File: src/hw/rtl/canrfq_pkg.sv
`timescale 1ns / 1ps
`default_nettype none
// ----------------------------------------------------------------------------
// canrfq_pkg
// Shared types, codes and sizes of the CAN receive queue and route table.
// ----------------------------------------------------------------------------
package canrfq_pkg;

	localparam int RING_DEPTH  = 16;
	localparam int ROUTE_SLOTS = 8;

	localparam int RingIdxW  = $clog2(RING_DEPTH);
	localparam int RouteIdxW = (ROUTE_SLOTS > 1) ? $clog2(ROUTE_SLOTS) : 1;
	localparam int RouteCntW = $clog2(ROUTE_SLOTS + 1);

	localparam logic [3:0] DLC_MAX = 4'd8;

	// request codes
	localparam logic [1:0] REQ_FRAME = 2'd0;
	localparam logic [1:0] REQ_POP   = 2'd1;
	localparam logic [1:0] REQ_ROUTE = 2'd2;

	// status codes
	localparam logic [3:0] STAT_OK       = 4'd0;
	localparam logic [3:0] STAT_FILTERED = 4'd1;
	localparam logic [3:0] STAT_OVERFLOW = 4'd2;
	localparam logic [3:0] STAT_RD_ERR   = 4'd3;
	localparam logic [3:0] STAT_EMPTY    = 4'd4;
	localparam logic [3:0] STAT_NO_ROUTE = 4'd5;
	localparam logic [3:0] STAT_BAD_ID   = 4'd6;
	localparam logic [3:0] STAT_FULL     = 4'd7;
	localparam logic [3:0] STAT_DUP      = 4'd8;

	typedef struct packed {
		logic [1:0]  req_type;
		logic        read_failed;
		logic        extended_flag;
		logic        remote_flag;
		logic [3:0]  length_code;
		logic [10:0] frame_ident;
		logic [63:0] payload_in;
		logic [31:0] stamp_in;
		logic [31:0] route_key;
		logic [7:0]  handler_tag;
	} can_req_t;

	typedef struct packed {
		logic [3:0]  status;
		logic [10:0] out_ident;
		logic [3:0]  out_length;
		logic [63:0] out_payload;
		logic [31:0] out_stamp;
		logic        route_found;
		logic [7:0]  out_handler;
		logic [31:0] received_total;
		logic [31:0] filtered_total;
		logic [31:0] overflow_total;
		logic [31:0] error_total;
	} can_rsp_t;

	typedef struct packed {
		logic [63:0] payload;
		logic [31:0] stamp;
		logic [3:0]  length;
		logic [10:0] ident;
	} ring_entry_t;

	typedef struct packed {
		logic        lookup;
		logic        add;
		logic [10:0] key;
		logic [7:0]  handler;
	} route_cmd_t;

	typedef struct packed {
		logic                 done;
		logic                 hit;
		logic [7:0]           handler;
		logic [RouteCntW-1:0] count;
	} route_stat_t;

	function automatic logic [RingIdxW-1:0] ring_next(input logic [RingIdxW-1:0] idx);
		return (idx == RingIdxW'(RING_DEPTH - 1)) ? '0 : RingIdxW'(idx + 1'b1);
	endfunction

endpackage
`default_nettype wire

File: src/hw/rtl/can_rx_filter_queue_router_core.sv
`timescale 1ns / 1ps
`default_nettype none
// ----------------------------------------------------------------------------
// can_rx_filter_queue_router_core
// CAN receive filter and frame ring with identifier routing and counters.
// ----------------------------------------------------------------------------
// frames, empty-ring pops, rejected route adds, adds to an empty table and
//   unused codes: result the cycle after acceptance; busy stays low throughout
// pop: result after the ring read and the route scan over the entries up to
//   the first match (0 to N, N registered routes); busy until the result
// route add: result after the same scan, over 1 to N entries
// arst_n clears ring pointers, route count and counters; no memory clearing
// ----------------------------------------------------------------------------
module can_rx_filter_queue_router_core (
	input  wire                  clk,
	input  wire                  arst_n,
	input  wire                  start,
	output logic                 busy,
	input  canrfq_pkg::can_req_t req,
	output logic                 done,
	output canrfq_pkg::can_rsp_t rsp
);
	import canrfq_pkg::*;

	typedef enum logic [2:0] {
		ST_IDLE  = 3'b001,
		ST_RING  = 3'b010,
		ST_ROUTE = 3'b100
	} state_t;

	state_t               state_q;
	ring_entry_t          ring_mem [RING_DEPTH];
	ring_entry_t          ring_rd_s1;
	logic [RingIdxW-1:0]  wr_idx_q;
	logic [RingIdxW-1:0]  rd_idx_q;
	logic [31:0]          rx_cnt_q;
	logic [31:0]          filt_cnt_q;
	logic [31:0]          ovf_cnt_q;
	logic [31:0]          err_cnt_q;
	logic                 done_q;
	logic [3:0]           status_q;
	logic                 pop_q;
	logic                 found_q;
	logic [7:0]           handler_q;
	logic                 add_op_q;
	logic [10:0]          add_key_q;
	logic [7:0]           add_hnd_q;

	logic                 accept;
	logic                 frame_bad;
	logic                 ring_full;
	logic                 ring_empty;
	logic                 push;
	logic                 pop;
	logic                 key_bad;
	logic                 table_full;
	logic                 table_empty;
	route_cmd_t           rcmd;
	route_stat_t          rstat;

	assign accept      = start && !busy;
	assign busy        = (state_q != ST_IDLE);
	assign frame_bad   = req.extended_flag || req.remote_flag || (req.length_code > DLC_MAX);
	assign ring_full   = (ring_next(wr_idx_q) == rd_idx_q);
	assign ring_empty  = (rd_idx_q == wr_idx_q);
	assign push        = accept && (req.req_type == REQ_FRAME) && !req.read_failed &&
	                     !frame_bad && !ring_full;
	assign pop         = accept && (req.req_type == REQ_POP) && !ring_empty;
	assign key_bad     = (req.route_key[31:11] != '0);
	assign table_full  = (rstat.count >= RouteCntW'(ROUTE_SLOTS));
	assign table_empty = (rstat.count == '0);

	canrfq_route u_route (
		.clk    (clk),
		.arst_n (arst_n),
		.cmd    (rcmd),
		.stat   (rstat)
	);

	// ring memory
	always_ff @(posedge clk) begin
		if (push) begin
			ring_mem[wr_idx_q] <= '{payload: req.payload_in, stamp: req.stamp_in,
			                        length: req.length_code, ident: req.frame_ident};
		end
		if (pop) begin
			ring_rd_s1 <= ring_mem[rd_idx_q];
		end
	end

	always_comb begin
		rcmd = '0;
		case (state_q)
			ST_IDLE: begin
				if (accept && (req.req_type == REQ_ROUTE) && !key_bad && !table_full) begin
					rcmd.key     = req.route_key[10:0];
					rcmd.handler = req.handler_tag;
					rcmd.lookup  = !table_empty;
					rcmd.add     = table_empty;
				end
			end
			ST_RING: begin
				rcmd.key    = ring_rd_s1.ident;
				rcmd.lookup = !table_empty;
			end
			ST_ROUTE: begin
				rcmd.key     = add_key_q;
				rcmd.handler = add_hnd_q;
				rcmd.add     = rstat.done && add_op_q && !rstat.hit;
			end
			default: begin
				rcmd = '0;
			end
		endcase
	end

	always_ff @(posedge clk or negedge arst_n) begin
		if (!arst_n) begin
			state_q    <= ST_IDLE;
			wr_idx_q   <= '0;
			rd_idx_q   <= '0;
			rx_cnt_q   <= '0;
			filt_cnt_q <= '0;
			ovf_cnt_q  <= '0;
			err_cnt_q  <= '0;
			done_q     <= 1'b0;
		end else begin
			done_q <= 1'b0;
			case (state_q)
				ST_IDLE: begin
					if (accept) begin
						case (req.req_type)
							REQ_FRAME: begin
								done_q <= 1'b1;
								if (req.read_failed) begin
									err_cnt_q <= err_cnt_q + 32'd1;
								end else begin
									rx_cnt_q <= rx_cnt_q + 32'd1;
									if (frame_bad) begin
										filt_cnt_q <= filt_cnt_q + 32'd1;
									end else if (ring_full) begin
										ovf_cnt_q <= ovf_cnt_q + 32'd1;
									end else begin
										wr_idx_q <= ring_next(wr_idx_q);
									end
								end
							end
							REQ_POP: begin
								if (ring_empty) begin
									done_q <= 1'b1;
								end else begin
									rd_idx_q <= ring_next(rd_idx_q);
									state_q  <= ST_RING;
								end
							end
							REQ_ROUTE: begin
								if (key_bad || table_full || table_empty) begin
									done_q <= 1'b1;
								end else begin
									state_q <= ST_ROUTE;
								end
							end
							default: begin
								done_q <= 1'b1;
							end
						endcase
					end
				end
				ST_RING: begin
					if (table_empty) begin
						done_q  <= 1'b1;
						state_q <= ST_IDLE;
					end else begin
						state_q <= ST_ROUTE;
					end
				end
				ST_ROUTE: begin
					if (rstat.done) begin
						done_q  <= 1'b1;
						state_q <= ST_IDLE;
					end
				end
				default: begin
					state_q <= ST_IDLE;
				end
			endcase
		end
	end

	// result word fields
	always_ff @(posedge clk) begin
		case (state_q)
			ST_IDLE: begin
				if (accept) begin
					pop_q     <= 1'b0;
					found_q   <= 1'b0;
					handler_q <= '0;
					add_op_q  <= 1'b1;
					add_key_q <= req.route_key[10:0];
					add_hnd_q <= req.handler_tag;
					status_q  <= STAT_OK;
					case (req.req_type)
						REQ_FRAME: begin
							if (req.read_failed) begin
								status_q <= STAT_RD_ERR;
							end else if (frame_bad) begin
								status_q <= STAT_FILTERED;
							end else if (ring_full) begin
								status_q <= STAT_OVERFLOW;
							end
						end
						REQ_POP: begin
							add_op_q <= 1'b0;
							if (ring_empty) begin
								status_q <= STAT_EMPTY;
							end
						end
						REQ_ROUTE: begin
							if (key_bad) begin
								status_q <= STAT_BAD_ID;
							end else if (table_full) begin
								status_q <= STAT_FULL;
							end
						end
						default: begin
							status_q <= STAT_OK;
						end
					endcase
				end
			end
			ST_RING: begin
				pop_q    <= 1'b1;
				status_q <= STAT_NO_ROUTE;
			end
			ST_ROUTE: begin
				if (rstat.done) begin
					if (add_op_q) begin
						status_q <= rstat.hit ? STAT_DUP : STAT_OK;
					end else if (rstat.hit) begin
						status_q  <= STAT_OK;
						found_q   <= 1'b1;
						handler_q <= rstat.handler;
					end
				end
			end
			default: begin
				status_q <= STAT_OK;
			end
		endcase
	end

	assign done = done_q;

	always_comb begin
		rsp.status         = status_q;
		rsp.out_ident      = pop_q ? ring_rd_s1.ident : '0;
		rsp.out_length     = pop_q ? ring_rd_s1.length : '0;
		rsp.out_payload    = pop_q ? ring_rd_s1.payload : '0;
		rsp.out_stamp      = pop_q ? ring_rd_s1.stamp : '0;
		rsp.route_found    = found_q;
		rsp.out_handler    = handler_q;
		rsp.received_total = rx_cnt_q;
		rsp.filtered_total = filt_cnt_q;
		rsp.overflow_total = ovf_cnt_q;
		rsp.error_total    = err_cnt_q;
	end

	a_result_from_idle: assert property (@(posedge clk) disable iff (!arst_n)
		done_q |-> (state_q == ST_IDLE))
		else $error("result word while a request is still in flight");

	a_pop_not_empty: assert property (@(posedge clk) disable iff (!arst_n)
		(state_q == ST_RING) |-> ($past(rd_idx_q) != $past(wr_idx_q)))
		else $error("ring read issued on an empty ring");

	a_route_done_in_scan: assert property (@(posedge clk) disable iff (!arst_n)
		rstat.done |-> (state_q == ST_ROUTE))
		else $error("route scan finished outside a lookup");

	a_rx_count_source: assert property (@(posedge clk) disable iff (!arst_n)
		(rx_cnt_q != $past(rx_cnt_q)) |->
		$past(accept && (req.req_type == REQ_FRAME) && !req.read_failed))
		else $error("receive counter moved without a good frame");

	a_no_add_when_full: assert property (@(posedge clk) disable iff (!arst_n)
		rcmd.add |-> !table_full)
		else $error("route written into a full table");

endmodule
`default_nettype wire

File: src/hw/rtl/canrfq_route.sv
`timescale 1ns / 1ps
`default_nettype none
// ----------------------------------------------------------------------------
// canrfq_route
// Route table in a synchronous memory, searched one entry per cycle.
// ----------------------------------------------------------------------------
module canrfq_route (
	input  wire                     clk,
	input  wire                     arst_n,
	input  canrfq_pkg::route_cmd_t  cmd,
	output canrfq_pkg::route_stat_t stat
);
	import canrfq_pkg::*;

	typedef struct packed {
		logic [10:0] key;
		logic [7:0]  handler;
	} route_entry_t;

	route_entry_t             route_mem [ROUTE_SLOTS];
	route_entry_t             entry_s1;
	logic                     cmp_s1;
	logic                     last_s1;
	logic [RouteCntW-1:0]     next_idx_q;
	logic [RouteCntW-1:0]     count_q;
	logic [10:0]              key_q;
	logic                     hit;
	logic                     rd_en;
	logic [RouteIdxW-1:0]     rd_addr;

	assign hit     = cmp_s1 && (entry_s1.key == key_q);
	assign rd_en   = cmd.lookup || (cmp_s1 && !hit && !last_s1);
	assign rd_addr = cmd.lookup ? '0 : next_idx_q[RouteIdxW-1:0];

	always_ff @(posedge clk) begin
		if (cmd.add) begin
			route_mem[count_q[RouteIdxW-1:0]] <= '{key: cmd.key, handler: cmd.handler};
		end
		if (rd_en) begin
			entry_s1 <= route_mem[rd_addr];
		end
	end

	always_ff @(posedge clk or negedge arst_n) begin
		if (!arst_n) begin
			cmp_s1     <= 1'b0;
			last_s1    <= 1'b0;
			next_idx_q <= '0;
			count_q    <= '0;
		end else begin
			if (cmd.add) begin
				count_q <= RouteCntW'(count_q + 1'b1);
			end
			if (cmd.lookup) begin
				cmp_s1     <= 1'b1;
				last_s1    <= (count_q == RouteCntW'(1));
				next_idx_q <= RouteCntW'(1);
			end else if (rd_en) begin
				last_s1    <= (RouteCntW'(next_idx_q + 1'b1) == count_q);
				next_idx_q <= RouteCntW'(next_idx_q + 1'b1);
			end else if (cmp_s1) begin
				cmp_s1 <= 1'b0;
			end
		end
	end

	always_ff @(posedge clk) begin
		if (cmd.lookup) begin
			key_q <= cmd.key;
		end
	end

	always_comb begin
		stat.done    = cmp_s1 && (hit || last_s1);
		stat.hit     = hit;
		stat.handler = entry_s1.handler;
		stat.count   = count_q;
	end

endmodule
`default_nettype wire
File: config.mk
export PLATFORM = sky130hd
export DESIGN_NAME = can_rx_filter_queue_router_core
export DESIGN_NICKNAME = d
export VERILOG_FILES = /design/src/hw/rtl/canrfq_pkg.sv /design/src/hw/rtl/can_rx_filter_queue_router_core.sv /design/src/hw/rtl/canrfq_route.sv
export SDC_FILE = /design/constraint.sdc
export NUM_CORES = 2
export LEC_CHECK = 0
export BUFFER_PORTS_ARGS = -buffer_cell sky130_fd_sc_hd__buf_4
export CAP_MARGIN = 30
export CORE_UTILIZATION = 53
export CTS_BUF_LIST = sky130_fd_sc_hd__clkbuf_4 sky130_fd_sc_hd__clkbuf_8
export DETAILED_ROUTE_END_ITERATION = 8
export PLACE_DENSITY_LB_ADDON = 0.3
export SETUP_SLACK_MARGIN = 0.2
export SLEW_MARGIN = 40
export SYNTH_ARGS = -nofsm -noshare
export SYNTH_HDL_FRONTEND = slang
export SYNTH_SLANG_ARGS = --single-unit
File: constraint.sdc
create_clock -name clk -period 32.9 [get_ports clk]
set_input_delay 1.645 -clock clk [delete_from_list [all_inputs] [get_ports clk]]
set_output_delay 1.645 -clock clk [all_outputs]
set_load 0.01 [all_outputs]
==> run_results.csv <==
group,metric,value,unit
run_status,status,"finished, final reports clean",
synth,synth-edff-count,2103,
critical_path,cpPeakStageDelay,740,ps
routing,vias,41613,
global_route,grt_use_met3,5.12,%
synth,ys_seq_area_share,77.4,%
critical_path,arrival,2910,ps
cts,clock_latency,1050,ps
routing,ant_nets,0,
synth,synth_nets,4071,
cells_and_area,nets,4743,
floorplanning,die_w,406,um
global_route,grt_pass1_vias,42339,
flow_run,maxCapViolations,0,
routing,drt_iter0_drc,3899,
cts,cts_sinks,2253,
cells_and_area,area_growth,15.5,%
floorplanning,core,0.161,mm^2
synth,syn_avg_cell_area,22.2,um^2
cts,post-cts-setup-buffers,0,
global_route,grt_antenna_before_repair,23,
worst_hold_path,min-delay-start,"ovf_cnt_q[31]",
critical_path,cp-startpoint,"pop_q",
critical_path,rr_startpoint,"rd_idx_q[0]",
routing,wirelength,189000,um
timing,worst_pin_slew,880,ps
synth,ys.warnings.count,0,
cells_and_area,drive_gt1_share,35.4,%
floorplanning,dieArea,0.165,mm^2
global_route,grt-busiest-layer,"met2",
global_route,grt_pass1_wl,277000,um
cts,cts_made_buffers,366,
routing,viasPerCell,5.95,
placed_design,place_congestion,0.794,
synth,synth.area.top_cells,"edfxtp_1 (73%), mux4_2 (15%), dfrtp_1 (4.3%)",
critical_path,cp_max_fo,56,
synth,ys_ff_latch,2253,
critical_path,cp-start-kind,"register",
power,ir_drop,0.0502,mV
cts,clkSlewWorstSetupHoldPaths,60,ps
cts,clockRootBuffer,"clkbuf_8",
synth,synthArstFlopShare,6.66,%
floorplanning,die_h,406,um
placed_design,port_buffers,412,
timing,hold_viol_final,0,
timing,timing.fmax,220,MHz
timing,tns,0,ps
worst_hold_path,min-delay-path-class,"register to register",
critical_path,required,31250,ps
critical_path,cp_cell_sequence,"buf_6 > and2_1 > buf_4",
timing,min_period,4560,ps
routing,drcViolationCount,0,
critical_path,cp.buffers_inverters,2,
global_route,use_met1,32.3,%
cts,cts_buffer_depth,4,
floorplanning,ioPinCount,413,
timing,setup_viol,0,
cts,hold_buffers,0,
power,power.leakage,0.0333,uW
timing,maxSlewViolCount,0,
timing,min_period_over_period,13.8,%
cells_and_area,final_common_cell,"edfxtp_1",
synth,synth.cell_area,0.0864,mm^2
global_route,grt_use_total,23.1,%
routing,routedWlPerCell,27.0,um
synth,synth_top_area_share,73.1,%
power,total_power,7070,uW
cells_and_area,fin_util,61.9,%
floorplanning,initial_core_util,53.6,%
global_route,grt.overflow.total,0,
critical_path,end_kind,"output pin",
timing,clock_skew,87.4,ps
synth,synth_cells,3896,
critical_path,cp_top_family,"buffers and inverters",
placed_design,placed_area,0.0929,mm^2
cells_and_area,mostFrequentLayoutCells,"edfxtp_1 (2103), mux4_2 (574), buf_4 (433)",
placed_design,hpwl,101000,um
synth,yosysUniqueCellTypes,67,
critical_path,critical-path-slowest-cell,"edfxtp_1",
routing,first_pass_iters,5,
cells_and_area,finalInstanceArea,0.0998,mm^2
power,power_density,70.9,mW/mm^2
cts,cts_htree_levels,5,
synth,synth_area_leader_cell,"edfxtp_1",
floorplanning,fp-row-count,147,
synth,synth-main-ff-cell,"edfxtp_1",
timing,relSlewSlack,41.3,%
critical_path,critPathKind,"register to output pin",
cts,cts_tree,"yes",
cts,cts.repair.resized,0,
global_route,grt_max_degree,142,
timing,rsz0062_at_grt,"no",
global_route,met2_usage,36.8,%
## area by class of cell
cell class,count,area [um^2]
clock buffer,496,6090
fill,10953,61500
multi-input combinational,1422,18800
clock inverter,125,752
inverter,36,135
sequential,2253,66900
timing repair buffer,489,4400
antenna,10,25.0
tap,2160,2700
## cell usage after synthesis, types with 19 or more instances
cell,n
a21oi_1,25
and2_1,128
and3_1,40
buf_1,28
buf_2,40
clkbuf_1,111
dfrtp_1,149
edfxtp_1,2103
inv_1,32
mux2_2,26
mux2i_1,21
mux4_2,574
nand2_1,103
nand3_1,43
nand4_1,38
nor2_1,64
nor3_1,55
nor4_1,19
o32a_1,19
xnor2_1,97
xor2_1,51
## per-stage QoR
stage | setup WS (ps) | hold slack (ps) | instances
CTS | 27980 | 473 | 6977
floorplan | 18800 | 497 | 3896
detailed placement | 27650 | 465 | 6356
finish | 28350 | 466 | 6991
global placement | 26810 | 462 | 6338
global route | 27960 | 497 | 6987
## registers in the layout, summed over array words and instances (netlist names), 4 cells and up
register and count:
u_route.key_q 11, u_route.entry_s1 11, rx_cnt_q 32, rd_idx_q 4, add_hnd_q 8, handler_q 8, status_q 4, wr_idx_q 4
add_key_q 11, u_route.stat 8, u_route.next_idx_q 4, ring_mem 1776, u_route.route_mem 152, err_cnt_q 32, ring_rd_s1 111, ovf_cnt_q 32
u_route.count_q 4, filt_cnt_q 32
## worst paths after layout
path,slack [ps],depth (start not counted),to
min,470,1,ovf_cnt_q[31]
max,28350,3,rsp[184]
max in group asynchronous,31170,2,ovf_cnt_q[2]
max reg2reg,28370,6,ring_rd_s1[57]
min in group asynchronous,670,1,err_cnt_q[30]
min reg2reg,470,1,ovf_cnt_q[31]
## cells by family (layout without fill, tap and decap cells)
logic type / after synthesis / after routing / synth area share [%]
AO/OA/AOI/OAI: 104 / 104 / 0.903
XOR/XNOR: 149 / 149 / 1.52
adder cells (fa/ha/maj): 16 / 16 / 0.232
buffers and inverters: 221 / 1146 / 1.04
flip-flops: 2253 / 2253 / 77.4
multiplexers: 621 / 621 / 15.5
other: 0 / 10 / 0
AND/OR/NAND/NOR: 532 / 532 / 3.36
## power by group
group	total, uW	internal [uW]	leakage (uW)	switching, uW
Sequential	3290	3220	0.0210	70.3
Combinational	1490	809	0.00871	678
Clock	2300	1250	0.00364	1050
Total	7070	5280	0.0333	1800
## per-layer routing
layer  vias up  wire length [um]
met5         -               144
met4        22              3990
met3       341             15200
met2      1682             92700
met1     21996             76700
li1      17572                 -
## worst register-to-register path, cell delays in order (launching register included)
cell	delay (ps)
dfrtp_4	770
buf_12	490
buf_6	630
buf_6	670
buf_6	670
mux4_2	630
mux4_2	470
(Power assumes the default switching activity.)
